`src/sv/xec_core_top.sv`:
```
`default_nettype none

`default_nettype wire

```
`src/sv/xec_pkg.sv`:
```
`default_nettype none

package xec_pkg;

   localparam int NUM_ENT  = 5;
   localparam int MAX_RUN  = 6;
   localparam int HOLD_LEN = 4;

   localparam logic [7:0] AMP = 8'h26;

   localparam logic [7:0] ENT_TEXT [0:NUM_ENT-1][0:4] = '{
      '{8'h6c, 8'h74, 8'h3b, 8'h00, 8'h00},
      '{8'h67, 8'h74, 8'h3b, 8'h00, 8'h00},
      '{8'h61, 8'h6d, 8'h70, 8'h3b, 8'h00},
      '{8'h61, 8'h70, 8'h6f, 8'h73, 8'h3b},
      '{8'h71, 8'h75, 8'h6f, 8'h74, 8'h3b}
   };

   localparam logic [2:0] ENT_LEN [0:NUM_ENT-1] = '{3'd3, 3'd3, 3'd4, 3'd5, 3'd5};

   localparam logic [7:0] ENT_RAW [0:NUM_ENT-1] = '{8'h3c, 8'h3e, 8'h26, 8'h27, 8'h22};

   typedef enum logic [1:0] {
      MATCH_NONE,
      MATCH_PREFIX,
      MATCH_FULL
   } match_kind_type;

   typedef struct packed {
      match_kind_type kind;
      logic [2:0]     which;
   } match_type;

   typedef struct packed {
      logic [MAX_RUN-1:0][7:0] bytes;
      logic [2:0]              count;
      logic                    last;
   } run_type;

   typedef struct packed {
      logic    valid;
      run_type run;
   } head_type;

   function automatic match_type match_entity(
      input logic [HOLD_LEN-1:0][7:0] held,
      input logic [2:0]               held_count,
      input logic [7:0]               b
   );
      match_type  r;
      logic       ok;
      logic [2:0] k;
      r.kind  = MATCH_NONE;
      r.which = '0;
      k       = held_count - 3'd1;
      for (int e = 0; e < NUM_ENT; e++) begin
         ok = (held_count <= ENT_LEN[e]);
         for (int i = 0; i < HOLD_LEN; i++) begin
            if (3'(i) < k && held[i] != ENT_TEXT[e][i]) begin
               ok = 1'b0;
            end
         end
         if (ENT_TEXT[e][k] != b) begin
            ok = 1'b0;
         end
         if (ok && held_count == ENT_LEN[e] && r.kind != MATCH_FULL) begin
            r.kind  = MATCH_FULL;
            r.which = 3'(e);
         end else if (ok && r.kind == MATCH_NONE) begin
            r.kind = MATCH_PREFIX;
         end
      end
      return r;
   endfunction

endpackage

`default_nettype wire

```
`src/sv/xec_intf.sv`:
```
`default_nettype none

interface xec_req_if;
   logic       valid;
   logic       ready;
   logic [7:0] in_byte;
   logic       in_last;

   modport source (output valid, output in_byte, output in_last, input ready);
   modport sink (input valid, input in_byte, input in_last, output ready);
endinterface

interface xec_rsp_if;
   logic       valid;
   logic       ready;
   logic [7:0] out_byte;
   logic       run_last;
   logic       message_end;

   modport source (output valid, output out_byte, output run_last, output message_end,
                   input ready);
   modport sink (input valid, input out_byte, input run_last, input message_end,
                 output ready);
endinterface

`default_nettype wire

```
`src/sv/xec_front.sv`:
```
`default_nettype none

module xec_front (
   input  wire logic         clock,
   input  wire logic         reset,
   input  wire logic         csr_we,
   input  wire logic         csr_wdata,
   xec_req_if.sink           req_if,
   input  wire logic         q_full,
   output xec_pkg::run_type  push_run,
   output logic              push
);

   logic                                 mode_ff;
   logic [2:0]                           pc_ff;
   logic [2:0]                           pc_in;
   logic [xec_pkg::HOLD_LEN-1:0][7:0]    pb_ff;
   logic                                 pb_we;
   logic                                 accept;
   logic [2:0]                           n;
   logic [xec_pkg::MAX_RUN-1:0][7:0]     slots;
   logic [xec_pkg::MAX_RUN-1:0][7:0]     bytes;
   xec_pkg::match_type                   mt;
   logic [7:0]                           b;
   logic                                 last;

   assign b             = req_if.in_byte;
   assign last          = req_if.in_last;
   assign req_if.ready  = !q_full;
   assign accept        = req_if.valid && req_if.ready;
   assign mt            = xec_pkg::match_entity(pb_ff, pc_ff, b);

   always_comb begin
      slots[0] = (pc_ff == 3'd0) ? b : xec_pkg::AMP;
      for (int i = 1; i <= xec_pkg::HOLD_LEN; i++) begin
         slots[i] = (pc_ff == 3'(i)) ? b : pb_ff[i-1];
      end
      slots[xec_pkg::MAX_RUN-1] = b;
   end

   always_comb begin
      bytes = slots;
      n     = 3'd0;
      pc_in = pc_ff;
      pb_we = 1'b0;
      if (mode_ff) begin
         bytes[0] = b;
         n        = 3'd1;
         for (int e = 0; e < xec_pkg::NUM_ENT; e++) begin
            if (b == xec_pkg::ENT_RAW[e]) begin
               bytes[0] = xec_pkg::AMP;
               for (int i = 0; i < 5; i++) begin
                  bytes[i+1] = xec_pkg::ENT_TEXT[e][i];
               end
               n = xec_pkg::ENT_LEN[e] + 3'd1;
            end
         end
      end else if (pc_ff != 3'd0 && mt.kind == xec_pkg::MATCH_FULL) begin
         bytes[0] = xec_pkg::ENT_RAW[mt.which];
         n        = 3'd1;
         pc_in    = 3'd0;
      end else if (pc_ff != 3'd0 && mt.kind == xec_pkg::MATCH_PREFIX) begin
         pb_we = 1'b1;
         n     = last ? pc_ff + 3'd1 : 3'd0;
         pc_in = last ? 3'd0 : pc_ff + 3'd1;
      end else begin
         n     = pc_ff + {2'b00, (b != xec_pkg::AMP) || last};
         pc_in = (b == xec_pkg::AMP && !last) ? 3'd1 : 3'd0;
      end
   end

   assign push           = accept && (n != 3'd0);
   assign push_run.bytes = bytes;
   assign push_run.count = n;
   assign push_run.last  = last;

   always_ff @(posedge clock) begin
      if (reset) begin
         mode_ff <= 1'b0;
         pc_ff   <= 3'd0;
      end else if (csr_we) begin
         mode_ff <= csr_wdata;
         pc_ff   <= 3'd0;
      end else if (accept) begin
         pc_ff <= pc_in;
      end
   end

   always_ff @(posedge clock) begin
      if (accept && pb_we) begin
         pb_ff[2'(pc_ff - 3'd1)] <= b;
      end
   end

endmodule

`default_nettype wire

```
`src/sv/xec_queue.sv`:
```
`default_nettype none

module xec_queue (
   input  wire logic          clock,
   input  wire logic          reset,
   input  wire logic          push,
   input  wire xec_pkg::run_type push_run,
   input  wire logic          pop,
   output logic               full,
   output xec_pkg::head_type  head
);

   xec_pkg::run_type mem_ff [2];
   logic             wr_ptr_ff;
   logic             rd_ptr_ff;
   logic [1:0]       level_ff;
   logic [1:0]       level_in;

   assign full       = (level_ff == 2'd2);
   assign head.valid = (level_ff != 2'd0);
   assign head.run   = mem_ff[rd_ptr_ff];

   always_comb begin
      level_in = level_ff;
      if (push && !pop) begin
         level_in = level_ff + 2'd1;
      end else if (pop && !push) begin
         level_in = level_ff - 2'd1;
      end
   end

   always_ff @(posedge clock) begin
      if (reset) begin
         wr_ptr_ff <= 1'b0;
         rd_ptr_ff <= 1'b0;
         level_ff  <= 2'd0;
      end else begin
         level_ff <= level_in;
         if (push) begin
            wr_ptr_ff <= !wr_ptr_ff;
         end
         if (pop) begin
            rd_ptr_ff <= !rd_ptr_ff;
         end
      end
   end

   always_ff @(posedge clock) begin
      if (push) begin
         mem_ff[wr_ptr_ff] <= push_run;
      end
   end

endmodule

`default_nettype wire

```
`src/sv/xec_back.sv`:
```
`default_nettype none

module xec_back (
   input  wire logic          clock,
   input  wire logic          reset,
   input  wire xec_pkg::head_type head,
   output logic               pop,
   xec_rsp_if.source          rsp_if
);

   logic [2:0] idx_ff;
   logic       at_end;
   logic       take;

   assign at_end             = (idx_ff == head.run.count - 3'd1);
   assign rsp_if.valid       = head.valid;
   assign rsp_if.out_byte    = head.run.bytes[idx_ff];
   assign rsp_if.run_last    = at_end;
   assign rsp_if.message_end = at_end && head.run.last;
   assign take               = rsp_if.valid && rsp_if.ready;
   assign pop                = take && at_end;

   always_ff @(posedge clock) begin
      if (reset) begin
         idx_ff <= 3'd0;
      end else if (take) begin
         idx_ff <= at_end ? 3'd0 : idx_ff + 3'd1;
      end
   end

endmodule

`default_nettype wire

```
`src/sv/xml_entity_codec.sv`:
```
`default_nettype none

// Channel   Dir  Handshake      Word
// req_if    in   valid/ready    in_byte[7:0], in_last
// rsp_if    out  valid/ready    out_byte[7:0], run_last, message_end
// csr       in   csr_we         csr_wdata (mode: 0 decode, 1 encode)
//
// Throughput: one input word per cycle while the run queue is not full, when
// each yields one output byte; a word that expands or flushes to N bytes (up
// to 6) holds the serializer until all N are taken. Accepted runs are
// registered in the two-entry run queue. req_if.ready drops only while that
// queue is full. Reset clears mode, pending match, queue and byte index.

module xml_entity_codec (
   input  wire logic clock,
   input  wire logic reset,
   input  wire logic csr_we,
   input  wire logic csr_wdata,
   xec_req_if.sink   req_if,
   xec_rsp_if.source rsp_if
);

   xec_pkg::run_type  push_run;
   xec_pkg::head_type head;
   logic              push;
   logic              pop;
   logic              full;

   xec_front u_front (
      .clock     (clock),
      .reset     (reset),
      .csr_we    (csr_we),
      .csr_wdata (csr_wdata),
      .req_if    (req_if),
      .q_full    (full),
      .push_run  (push_run),
      .push      (push)
   );

   xec_queue u_queue (
      .clock    (clock),
      .reset    (reset),
      .push     (push),
      .push_run (push_run),
      .pop      (pop),
      .full     (full),
      .head     (head)
   );

   xec_back u_back (
      .clock  (clock),
      .reset  (reset),
      .head   (head),
      .pop    (pop),
      .rsp_if (rsp_if)
   );

   a_run_continues: assert property (@(posedge clock) disable iff (reset)
      rsp_if.valid && rsp_if.ready && !rsp_if.run_last |=> rsp_if.valid)
      else $error("run ended before its last word");

   a_no_overflow: assert property (@(posedge clock) disable iff (reset)
      push |-> !full)
      else $error("run queue written while full");

   a_reset_empty: assert property (@(posedge clock)
      !reset && $past(reset) |-> !rsp_if.valid)
      else $error("output valid right after reset");

endmodule

`default_nettype wire

```
`src/flat_wrapper.sv`:
```
// flat-port wrapper written by rule: the top's interface ports become plain ports
module xml_entity_codec_flat 
  (clock, reset, csr_we, csr_wdata, req_if_valid, req_if_in_byte, req_if_in_last, req_if_ready, rsp_if_valid, rsp_if_out_byte, rsp_if_run_last, rsp_if_message_end, rsp_if_ready);
  xec_req_if req_if_i ();
  xec_rsp_if rsp_if_i ();
  input  wire logic clock;
  input  wire logic reset;
  input  wire logic csr_we;
  input  wire logic csr_wdata;
  input wire logic [$bits(req_if_i.valid)-1:0] req_if_valid;
  input wire logic [$bits(req_if_i.in_byte)-1:0] req_if_in_byte;
  input wire logic [$bits(req_if_i.in_last)-1:0] req_if_in_last;
  output wire logic [$bits(req_if_i.ready)-1:0] req_if_ready;
  output wire logic [$bits(rsp_if_i.valid)-1:0] rsp_if_valid;
  output wire logic [$bits(rsp_if_i.out_byte)-1:0] rsp_if_out_byte;
  output wire logic [$bits(rsp_if_i.run_last)-1:0] rsp_if_run_last;
  output wire logic [$bits(rsp_if_i.message_end)-1:0] rsp_if_message_end;
  input wire logic [$bits(rsp_if_i.ready)-1:0] rsp_if_ready;
  assign req_if_i.valid = req_if_valid;
  assign req_if_i.in_byte = req_if_in_byte;
  assign req_if_i.in_last = req_if_in_last;
  assign req_if_ready = req_if_i.ready;
  assign rsp_if_valid = rsp_if_i.valid;
  assign rsp_if_out_byte = rsp_if_i.out_byte;
  assign rsp_if_run_last = rsp_if_i.run_last;
  assign rsp_if_message_end = rsp_if_i.message_end;
  assign rsp_if_i.ready = rsp_if_ready;
  xml_entity_codec u_core (.clock(clock), .reset(reset), .csr_we(csr_we), .csr_wdata(csr_wdata), .req_if(req_if_i), .rsp_if(rsp_if_i));
endmodule
```
`config.mk`:
```
export PLATFORM = sky130hd
export DESIGN_NAME = xml_entity_codec_flat
export DESIGN_NICKNAME = d
export VERILOG_FILES = /design/src/sv/xec_core_top.sv /design/src/sv/xec_pkg.sv /design/src/sv/xec_intf.sv /design/src/sv/xec_front.sv /design/src/sv/xec_queue.sv /design/src/sv/xec_back.sv /design/src/sv/xml_entity_codec.sv /design/src/flat_wrapper.sv
export SDC_FILE = /design/constraint.sdc
export NUM_CORES = 1
export LEC_CHECK = 0
export ABC_CLOCK_PERIOD_IN_PS = 16300
export BUFFER_PORTS_ARGS = -buffer_cell sky130_fd_sc_hd__buf_2
export CORE_MARGIN = 1
export CORE_UTILIZATION = 35
export DETAILED_ROUTE_END_ITERATION = 7
export SLEW_MARGIN = 20
export SYNTH_ARGS = -nofsm -noshare
export SYNTH_HDL_FRONTEND = slang
export SYNTH_SLANG_ARGS = --single-unit
```
`constraint.sdc`:
```
create_clock -name clock -period 16.3 [get_ports clock]
set_input_delay 1.63 -clock clock [delete_from_list [all_inputs] [get_ports clock]]
set_output_delay 1.63 -clock clock [all_outputs]
set_load 0.02 [all_outputs]
```
==> flow_summary.json, run 1 <==
{
  "arrival_ns": 5.69,
  "cts-root-buf": "clkbuf_16",
  "antenna_left": 0,
  "cp_max_fo": 46,
  "ys_ff_latch": 148,
  "fp.dieH_um": 153,
  "yosysWarningCount": 0,
  "routed_via_density": 5.85,
  "drv_slew": 0,
  "tritoncts": "yes",
  "synth_edf_count": 136,
  "cts_resized": 0,
  "cts_htree_levels": 4,
  "peakVddDrop_mv": 0.0686,
  "muxShareOfSynthArea": 0.106,
  "reg2reg_slack_ns": 10.67,
  "clk_latency_ns": 0.43,
  "synth_top_family_by_area": "simple AND/OR/NAND/NOR gates",
  "timing.final.crit_share": 0.346,
  "power.leakage_nw": 3.00,
  "cellPowerDensity_mw_per_mm2": 121,
  "post_cts_buffers": 0,
  "synth_area_leaders": "edfxtp_1, mux4_2, mux2i_1",
  "synth-async-reset-ratio": 0,
  "chipWidth_um": 153,
  "drtPass1Iterations": 7,
  "cp_data_required_time_ns": 16.36,
  "yosys-top-cells-count": "edfxtp_1, nand2_1, nor2_1",
  "cts_hold_buffers": 0,
  "synth.net_count": 691,
  "hold_depth": 2,
  "antenna_found_initial": 0,
  "worst-setup-path-type": "reg2reg",
  "ys_seq_area_frac": 0.545,
  "yosysMostFrequentCell": "edfxtp_1",
  "synth_compound_area_frac": 0.113,
  "synthesis.area_mm2": 0.00793,
  "grtUsageTotal": 0.182,
  "vias": 5602,
  "area_growth_pct": 12.2,
  "cts_num_sinks": 148,
  "clk_path_buf_depth": 2,
  "grt_max_degree": 47,
  "grt.met3_usage": 0.0316,
  "post-dp-hpwl_um": 14700,
  "placed_cells": 925,
  "stdcell_count": 958,
  "synth_top_area_share": 0.515,
  "ys_types": 77,
  "synthAdderAreaFrac": 0.0252,
  "die_area_mm2": 0.0233,
  "met1_usage": 0.251,
  "worst_pin_slew_ns": 0.846,
  "regArea_mm2": 0.00433,
  "routed_wl_um": 20900,
  "hold_class": "reg2reg",
  "cts_buffers": 17,
  "crit_path_end_kind": "flop",
  "syn_inst": 660,
  "synth_area_leader_cell": "edfxtp_1",
  "multiInputGateArea_mm2": 0.00335,
  "drive_gt1_frac": 0.167,
  "skew_ns": 0.0103,
  "ff2ff_path_depth": 15,
  "port_buffers": 26,
  "grtUsageMet2": 0.290,
  "drcViolationCount": 0,
  "rsz0062_at_grt": "false",
  "start_util": 0.360,
  "max_freq_ghz": 0.178,
  "hold_violations": 0,
  "rows": 54,
  "nFillCells": 2068,
  "avgSynthCellArea_um2": 12.0,
  "drt_iter0_markers": 563,
  "grt-ovfl-total": 0,
  "nNetsFinal": 696,
  "avgRoutedWirePerCell_um": 21.8,
  "slew_headroom": 0.429,
  "grt_pass1_vias": 5406,
  "grt_pass1_wl_um": 31900,
  "antenna_cells": 0,
  "outcome": "finished clean",
  "synth_xor_area_frac": 0.0221,
  "setup_tns_ns": 0,
  "startpoint_type": "flop",
  "ios": 27,
  "maxCapViolations": 0,
  "synth-simple-area-share": 0.154,
  "busiest_layer": "met2",
  "synth-main-ff-cell": "edfxtp_1",
  "gp_congestion": 0.952,
  "clk_pin_slew_ns": 0.06,
  "setup_violations": 0,
  "core_area_mm2": 0.0220,
  "fin_crit_ns": 5.63
}
## metal layers
layer,part of all wire,wire length [µm]
met1,0.46,9520
met2,0.47,9760
met3,0.055,1150
met4,0.023,480
met5,0,0
## flip-flops by register name, indices dropped and copies added (netlist names), named ones only
| signal | flops |
|---|---|
| u_core.u_front.pc_ff | 3 |
| u_core.u_queue.rd_ptr_ff | 1 |
| u_core.u_back.idx_ff | 3 |
| u_core.u_queue.mem_ff | 104 |
| u_core.u_front.mode_ff | 1 |
| u_core.u_queue.level_ff | 2 |
| u_core.u_front.pb_ff | 32 |
| u_core.u_queue.wr_ptr_ff | 1 |
## cell families (layout without fill, tap and decap cells)
| group | after synthesis | in the layout |
|---|---|---|
| multiplexers | 54 | 54 |
| buffers and inverters | 66 | 84 |
| flip-flops | 148 | 148 |
| AO/OA/AOI/OAI | 130 | 130 |
| AND/OR/NAND/NOR | 226 | 226 |
| XOR/XNOR | 20 | 20 |
| adder cells (fa/ha/maj) | 16 | 16 |
## layout by cell type (no fill, tap or decap), types with 3 or more instances in the layout
master and count:
mux2i_1 29, nand4_1 10, a21oi_1 30, nor4_1 6, a31oi_1 8, or3_1 5, o21bai_1 4, nor2_1 36
a32oi_1 8, xnor2_1 9, ha_1 16, buf_4 3, nor3b_1 3, mux4_2 24, edfxtp_1 136, o31ai_1 4
nand3b_1 3, inv_1 20, clkinv_4 3, nor3_1 12, a21o_1 3, and2_1 11, and3_1 7, nand2b_1 6
inv_6 4, nor2b_1 15, or2_2 5, a211oi_1 3, dfxtp_1 11, o22ai_1 12, nor4b_1 4, nand2_1 61
o211ai_1 4, o2111ai_1 3, inv_8 3, clkbuf_16 17, xor2_1 11, buf_2 26, o21ai_0 27, nand3_1 18
## area by class of cell
class / instances / share of cell area
Clock buffer: 17 / 0.0478
Clock inverter: 15 / 0.0215
Inverter: 22 / 0.00928
Multi-Input combinational cell: 446 / 0.376
Sequential cell: 148 / 0.486
Tap cell: 280 / 0.0394
Timing Repair Buffer: 30 / 0.0194
## path summary, 6_finish.rpt
| path | from | end |
|---|---|---|
| setup reg to reg | u_core.u_front.pc_ff[0] | u_core.u_queue.mem_ff[1][19] |
| hold / removal | u_core.u_queue.level_ff[1] | u_core.u_queue.level_ff[1] |
| setup / recovery | u_core.u_front.pc_ff[0] | u_core.u_queue.mem_ff[1][19] |
| hold reg to reg | u_core.u_queue.level_ff[1] | u_core.u_queue.level_ff[1] |
## critical path: stages, from the launching register on
cell      delay (ns)
dfxtp_1         0.83
inv_2           0.20
ha_1            0.29
inv_1           0.07
ha_1            0.59
nor4b_1         0.39
a311o_1         0.23
nand4_1         0.12
nor3_1          0.33
o221ai_1        0.33
a311oi_4        0.47
mux2i_1         0.20
a21oi_2         0.25
o21bai_2        0.15
nor2_4          0.22
buf_4           0.54
## stage by stage
stage	power [W]	hold WS [ns]	cell area (µm²)	utilization	worst slack (ns)
after floorplan	0.000630	0.467	7930	-	9.94
after global placement	0.000677	0.480	8260	0.375	10.89
after detailed placement	0.000685	0.500	8260	0.375	10.68
after CTS	0.00108	0.509	8870	0.403	10.77
after global routing	0.00112	0.565	8890	0.404	10.29
final	0.00108	0.501	8890	0.404	10.67
## where the power goes
group          switching (W)  internal, W
sequential         0.0000164     0.000466
combinational       0.000114    0.0000798
clock               0.000171     0.000233
total               0.000301     0.000778
(Power assumes the default switching activity.)
==> run 2, diff against run 1 <==
--- a/config.mk
+++ b/config.mk
@@ -5,7 +5,7 @@
 export SDC_FILE = /design/constraint.sdc
 export NUM_CORES = 1
 export LEC_CHECK = 0
-export ABC_CLOCK_PERIOD_IN_PS = 16300
+export ABC_CLOCK_PERIOD_IN_PS = 5900
 export BUFFER_PORTS_ARGS = -buffer_cell sky130_fd_sc_hd__buf_2
 export CORE_MARGIN = 1
 export CORE_UTILIZATION = 35
==> constraint.sdc (replaced) <==
create_clock -name clock -period 5.9 [get_ports clock]
set_input_delay 0.59 -clock clock [delete_from_list [all_inputs] [get_ports clock]]
set_output_delay 0.59 -clock clock [all_outputs]
set_load 0.02 [all_outputs]
==> run 2 against run 1 <==
  * The flow now finishes with violations (DRC)
  * Sequential power grew to 2.8 times the previous value
  * Maximum frequency is 11% higher
  * Largest power group unchanged
  * Combinational power grew to 2.7 times the previous value
  * First-iteration DRC count decreased by 22%
  * Flip-flop and latch count is the same
  * Core utilization is essentially flat
  * Sequential share of layout area barely moved
  * Critical path type unchanged
  * Total power increased to 2.7 times the previous value
  * Clock power rose by 150%
==> flow_summary.json, run 2 (synthesis results as in run 1) <==
{
  "p_seq_frac": 0.468,
  "crit_chain": "inv_2 > ha_1 > inv_1 > ha_1 > inv_1 > a32oi_1 > a221oi_2 > and4_1 > a2111o_1 > a311oi_4 > mux2i_1 > a21oi_2 > o21bai_2 > inv_1 > ha_1 > or3_1 > a21oi_1",
  "maxCapViolations": 0,
  "worst_pin_slew_ns": 1.03,
  "layout_commonest_cell": "edfxtp_1",
  "core_area_mm2": 0.0220,
  "clk_latency_ns": 0.43,
  "largest_reg_flops": 104,
  "power.leakage_nw": 3.00,
  "crit_slowest_cell": "ha_1",
  "nNetsFinal": 702,
  "die_area_mm2": 0.0233,
  "setup_ws_ns": 0.818,
  "routed_wl_um": 21300,
  "grt_pass1_vias": 5571,
  "drt_iter0_markers": 439,
  "rsz0062_at_grt": "false",
  "worst-setup-path-type": "reg2reg",
  "drcViolationCount": 2,
  "hold_violations": 0,
  "combPwrFrac": 0.183,
  "multiInputGateArea_mm2": 0.00335,
  "grtUsageTotal": 0.190,
  "switching_share": 0.282,
  "violations": "DRC",
  "top_register": "u_core.u_queue.mem_ff",
  "start_util": 0.360,
  "post-dp-hpwl_um": 15100,
  "grt_max_degree": 53,
  "drv_slew": 0,
  "area_growth_pct": 12.1,
  "cp_max_fo": 24,
  "max_freq_ghz": 0.197,
  "setup_violations": 0,
  "regArea_mm2": 0.00433,
  "post_cts_buffers": 0,
  "crit_path_end_kind": "flop",
  "antenna_left": 0,
  "cts_resized": 0,
  "tritoncts": "yes",
  "rr_endpoint": "u_core.u_queue.level_ff[1]",
  "ios": 27,
  "hold_depth": 2,
  "pwr-share-clk": 0.348,
  "cellPowerDensity_mw_per_mm2": 323,
  "cp_data_required_time_ns": 6.26,
  "min-delay-start": "csr_we",
  "power.internal_w": 0.00206,
  "reg2reg_from": "u_core.u_front.pc_ff[0]",
  "cts_buffers": 17,
  "fp.dieH_um": 153,
  "reg2reg_slack_ns": 0.82,
  "peakVddDrop_mv": 0.194,
  "grt_pass1_wl_um": 33400,
  "ff2ff_path_depth": 17,
  "grt-ovfl-total": 0,
  "cts_num_sinks": 148,
  "outcome": "complete, but fails checks",
  "dp_slack_ns": 0.915,
  "rows": 54,
  "arrival_ns": 5.44,
  "whs_endpoint": "u_core.u_front.pc_ff[2]",
  "finalInstanceArea_mm2": 0.00889,
  "max_stage_delay_ns": 0.77,
  "clk_path_buf_depth": 2,
  "chipWidth_um": 153,
  "setup_tns_ns": 0,
  "skew_ns": 0.0102,
  "antenna_found_initial": 0,
  "hold_class": "in2reg",
  "timing.final.crit_share": 0.861,
  "final_cell_mix": "edfxtp_1, nand2_1, nor2_1",
  "drtPass1Iterations": 7,
  "vias": 5574,
  "stdcell_count": 965,
  "slew_headroom": 0.309,
  "routed_via_density": 5.78,
  "top_regs": "u_core.u_queue.mem_ff: 104 flops, u_core.u_front.pb_ff: 32 flops",
  "cts_hold_buffers": 0,
  "utilization": 0.404,
  "startpoint_type": "flop",
  "port_buffers": 26,
  "nFillCells": 2104,
  "drive_gt1_frac": 0.174,
  "placed_cell_area_mm2": 0.00834,
  "gp_congestion": 0.882,
  "cts_htree_levels": 4,
  "avgRoutedWirePerCell_um": 22.1,
  "clk_pin_slew_ns": 0.07,
  "placed_cells": 932,
  "fin_crit_ns": 5.08,
  "p_switching_w": 0.000810,
  "cts-root-buf": "clkbuf_16"
}
## run 2: through the flow
step	hold slack [ns]	total power, W
finish	0.404	0.00287
floorplan	0.467	0.00174
CTS	0.377	0.00290
global placement	0.483	0.00188
global route	0.405	0.00299
detailed placement	0.501	0.00190
## run 2: area by class of cell
cell class                 count  share of cell area
timing repair buffer          36              0.0259
clock inverter                15              0.0142
antenna                        1            0.000281
clock buffer                  17              0.0479
sequential                   148               0.487
inverter                      22             0.00929
multi-input combinational    446               0.376
tap                          280              0.0394
## run 2: critical path, delay by kind of cell, from the launching register on
kind / cells / cell delay (ns)
flip-flops: 1 / 0.32
adder cells (fa/ha/maj): 3 / 1.31
buffers and inverters: 4 / 0.61
AO/OA/AOI/OAI: 7 / 1.85
multiplexers: 1 / 0.36
AND/OR/NAND/NOR: 2 / 0.55
## run 2: worst max path at each step
stage / start / end / slack, ns / depth (start not counted)
finish: u_core.u_front.pc_ff[0] / u_core.u_queue.level_ff[1] / 0.82 / 17
global route: u_core.u_front.pc_ff[0] / u_core.u_queue.level_ff[1] / 0.41 / 18
CTS: u_core.u_front.pc_ff[0] / u_core.u_queue.level_ff[1] / 0.89 / 17
global placement: u_core.u_front.pc_ff[0] / u_core.u_queue.level_ff[1] / 1.09 / 17
detailed placement: u_core.u_front.pc_ff[0] / u_core.u_queue.level_ff[1] / 0.92 / 17
floorplan: u_core.u_front.pc_ff[0] / u_core.u_queue.mem_ff[0][0] / 0.13 / 14
## run 2: layer usage
layer / global-route usage / routed length [µm] / vias up
met4: 0.0688 / 386 / 0
met1: 0.262 / 9810 / 2824
li1: - / - / 2543
met2: 0.293 / 9950 / 176
met5: 0 / 0 / -
met3: 0.0438 / 1140 / 31
## run 2: power groups by stage
stage / combinational [W] / clock, W / sequential [W]
5_1_grt: 0.000574 / 0.00106 / 0.00136
3_5_place_dp: 0.000532 / 0 / 0.00137
2_1_floorplan: 0.000404 / 0 / 0.00134
4_1_cts: 0.000534 / 0.00102 / 0.00135
6_report: 0.000526 / 0.000999 / 0.00134
3_3_place_gp: 0.000521 / 0 / 0.00136
==> run 3, diff against run 2 <==
--- a/config.mk
+++ b/config.mk
@@ -9,6 +9,7 @@
 export BUFFER_PORTS_ARGS = -buffer_cell sky130_fd_sc_hd__buf_2
 export CORE_MARGIN = 1
 export CORE_UTILIZATION = 35
+export CTS_BUF_LIST = sky130_fd_sc_hd__clkbuf_2 sky130_fd_sc_hd__clkbuf_4 sky130_fd_sc_hd__clkbuf_8
 export DETAILED_ROUTE_END_ITERATION = 7
 export SLEW_MARGIN = 20
 export SYNTH_ARGS = -nofsm -noshare
==> run 3 against run 2 <==
  * The flow still finishes with violations (DRC)
  * Worst hold slack got worse by 0.041 ns
  * Non-clock buffer count did not move
  * First-iteration DRC count fell by 8.0%
  * Maximum frequency fell by 0.38%
  * Combinational power barely moved
  * Critical path depth did not move
==> flow_summary.json, run 3 (synthesis results as in run 1) <==
{
  "finalInstanceArea_mm2": 0.00870,
  "p_total_w": 0.00258,
  "top_regs": "u_core.u_queue.mem_ff: 104 flops, u_core.u_front.pb_ff: 32 flops",
  "antenna_left": 0,
  "top_register": "u_core.u_queue.mem_ff",
  "setup_violations": 0,
  "rr_endpoint": "u_core.u_queue.level_ff[1]",
  "drv_slew": 0,
  "routed_via_density": 5.82,
  "die_area_mm2": 0.0233,
  "power.internal_w": 0.00181,
  "port_buffers": 26,
  "drt_iter0_markers": 404,
  "setup_tns_ns": 0,
  "outcome": "complete, but fails checks",
  "combPwrFrac": 0.204,
  "crit_path_end_kind": "flop",
  "cts_resized": 0,
  "cts-root-buf": "clkbuf_8",
  "violations": "DRC",
  "grtUsageTotal": 0.189,
  "grt_max_degree": 53,
  "cellPowerDensity_mw_per_mm2": 296,
  "endpoint": "u_core.u_queue.level_ff[1]",
  "fp.dieH_um": 153,
  "tritoncts": "yes",
  "core_area_mm2": 0.0220,
  "grt-ovfl-total": 0,
  "worst-setup-path-type": "reg2reg",
  "cp_max_fo": 24,
  "clk_latency_ns": 0.45,
  "cp_data_required_time_ns": 6.28,
  "reg2reg_from": "u_core.u_front.pc_ff[0]",
  "power.leakage_nw": 2.91,
  "cts_buffers": 17,
  "pwr-share-clk": 0.275,
  "largest_reg_flops": 104,
  "routed_wl_um": 21300,
  "post_cts_buffers": 0,
  "nFillCells": 2128,
  "ios": 27,
  "ff2ff_path_depth": 17,
  "slew_headroom": 0.315,
  "gp_congestion": 0.882,
  "post-dp-hpwl_um": 15100,
  "cts_htree_levels": 4,
  "placed_cell_area_mm2": 0.00834,
  "nNetsFinal": 702,
  "hold_class": "in2reg",
  "fin_crit_ns": 5.10,
  "p_seq_frac": 0.521,
  "hold_violations": 0,
  "crit_path_start": "u_core.u_front.pc_ff[0]",
  "skew_ns": 0.0140,
  "area_growth_pct": 9.66,
  "reg2reg_slack_ns": 0.80,
  "maxCapViolations": 0,
  "cts_num_sinks": 148,
  "drive_gt1_frac": 0.174,
  "worst_pin_slew_ns": 1.03,
  "avgRoutedWirePerCell_um": 22.1,
  "antenna_found_initial": 0,
  "switching_share": 0.298,
  "drcViolationCount": 1,
  "rows": 54,
  "vias": 5615,
  "rsz0062_at_grt": "false",
  "clk_pin_slew_ns": 0.09,
  "cts_hold_buffers": 0,
  "peakVddDrop_mv": 0.109,
  "chipWidth_um": 153,
  "drtPass1Iterations": 7,
  "grt_pass1_wl_um": 33100,
  "p_switching_w": 0.000767,
  "utilization": 0.395,
  "antenna_cells": 0,
  "max_freq_ghz": 0.196,
  "timing.final.crit_share": 0.865,
  "hold_slack_ns": 0.363,
  "grt_pass1_vias": 5621,
  "clk_path_buf_depth": 2,
  "arrival_ns": 5.48,
  "layout_commonest_cell": "edfxtp_1",
  "final_cell_mix": "edfxtp_1, nand2_1, nor2_1",
  "startpoint_type": "flop",
  "start_util": 0.360
}
[run 3: cell count changes in the layout (fill, tap and decap cells not counted), sizes merged]
| cell | delta |
|---|---|
| diode | -1 |
[run 3: power by group through the flow]
stage	registers, W	clock network, W	logic [W]
after floorplan	0.00134	0	0.000404
after global placement	0.00136	0	0.000521
after detailed placement	0.00137	0	0.000532
after CTS	0.00135	0.000730	0.000534
after global routing	0.00136	0.000774	0.000574
final	0.00134	0.000710	0.000526
[run 3: through the flow]
stage / instances / worst slack [ns]
4_1_cts: 964 / 0.881
2_1_floorplan: 660 / 0.126
5_1_grt: 964 / 0.407
6_report: 964 / 0.799
3_5_place_dp: 932 / 0.915
3_3_place_gp: 932 / 1.09
[run 3: worst max-delay path, stage by stage (launching register included)]
cell and delay (ns):
dfxtp_1 0.33, inv_2 0.14, ha_1 0.21, inv_1 0.06, ha_1 0.75, nor4b_1 0.44, nand4_1 0.15, a221oi_1 0.33
and3_1 0.32, o211ai_2 0.14, a311oi_4 0.44, mux2i_1 0.36, a21oi_2 0.13, o21bai_2 0.31, inv_1 0.10, ha_1 0.32
or3_1 0.35, a21oi_1 0.14
[run 3: final cells by class]
type                       instances  area, µm²  share of cell area
sequential                       148       4330               0.497
multi-input combinational        446       3350               0.385
tap                              280        350              0.0403
clock buffer                      17        234              0.0269
timing repair buffer              36        230              0.0265
clock inverter                    15        126              0.0145
inverter                          22       82.6             0.00950
[run 3: worst min-delay path by stage]
| stage | to | slack [ns] | start | depth (start not counted) |
|---|---|---|---|---|
| 6_report | u_core.u_front.pc_ff[2] | 0.36 | csr_we | 2 |
| 4_1_cts | u_core.u_front.pc_ff[0] | 0.33 | csr_we | 2 |
| 2_1_floorplan | u_core.u_queue.level_ff[1] | 0.47 | u_core.u_queue.level_ff[1] | 2 |
| 3_3_place_gp | flop | 0.48 | u_core.u_queue.rd_ptr_ff | 2 |
| 3_5_place_dp | flop | 0.50 | u_core.u_queue.rd_ptr_ff | 2 |
| 5_1_grt | u_core.u_front.pc_ff[2] | 0.36 | csr_we | 2 |
[run 3: layer usage]
layer,vias to the layer above,part of all wire,track usage
met3,45,0.057,0.0498
met2,197,0.46,0.289
met5,-,0,0
met4,0,0.030,0.0760
li1,2544,-,-
met1,2829,0.46,0.256
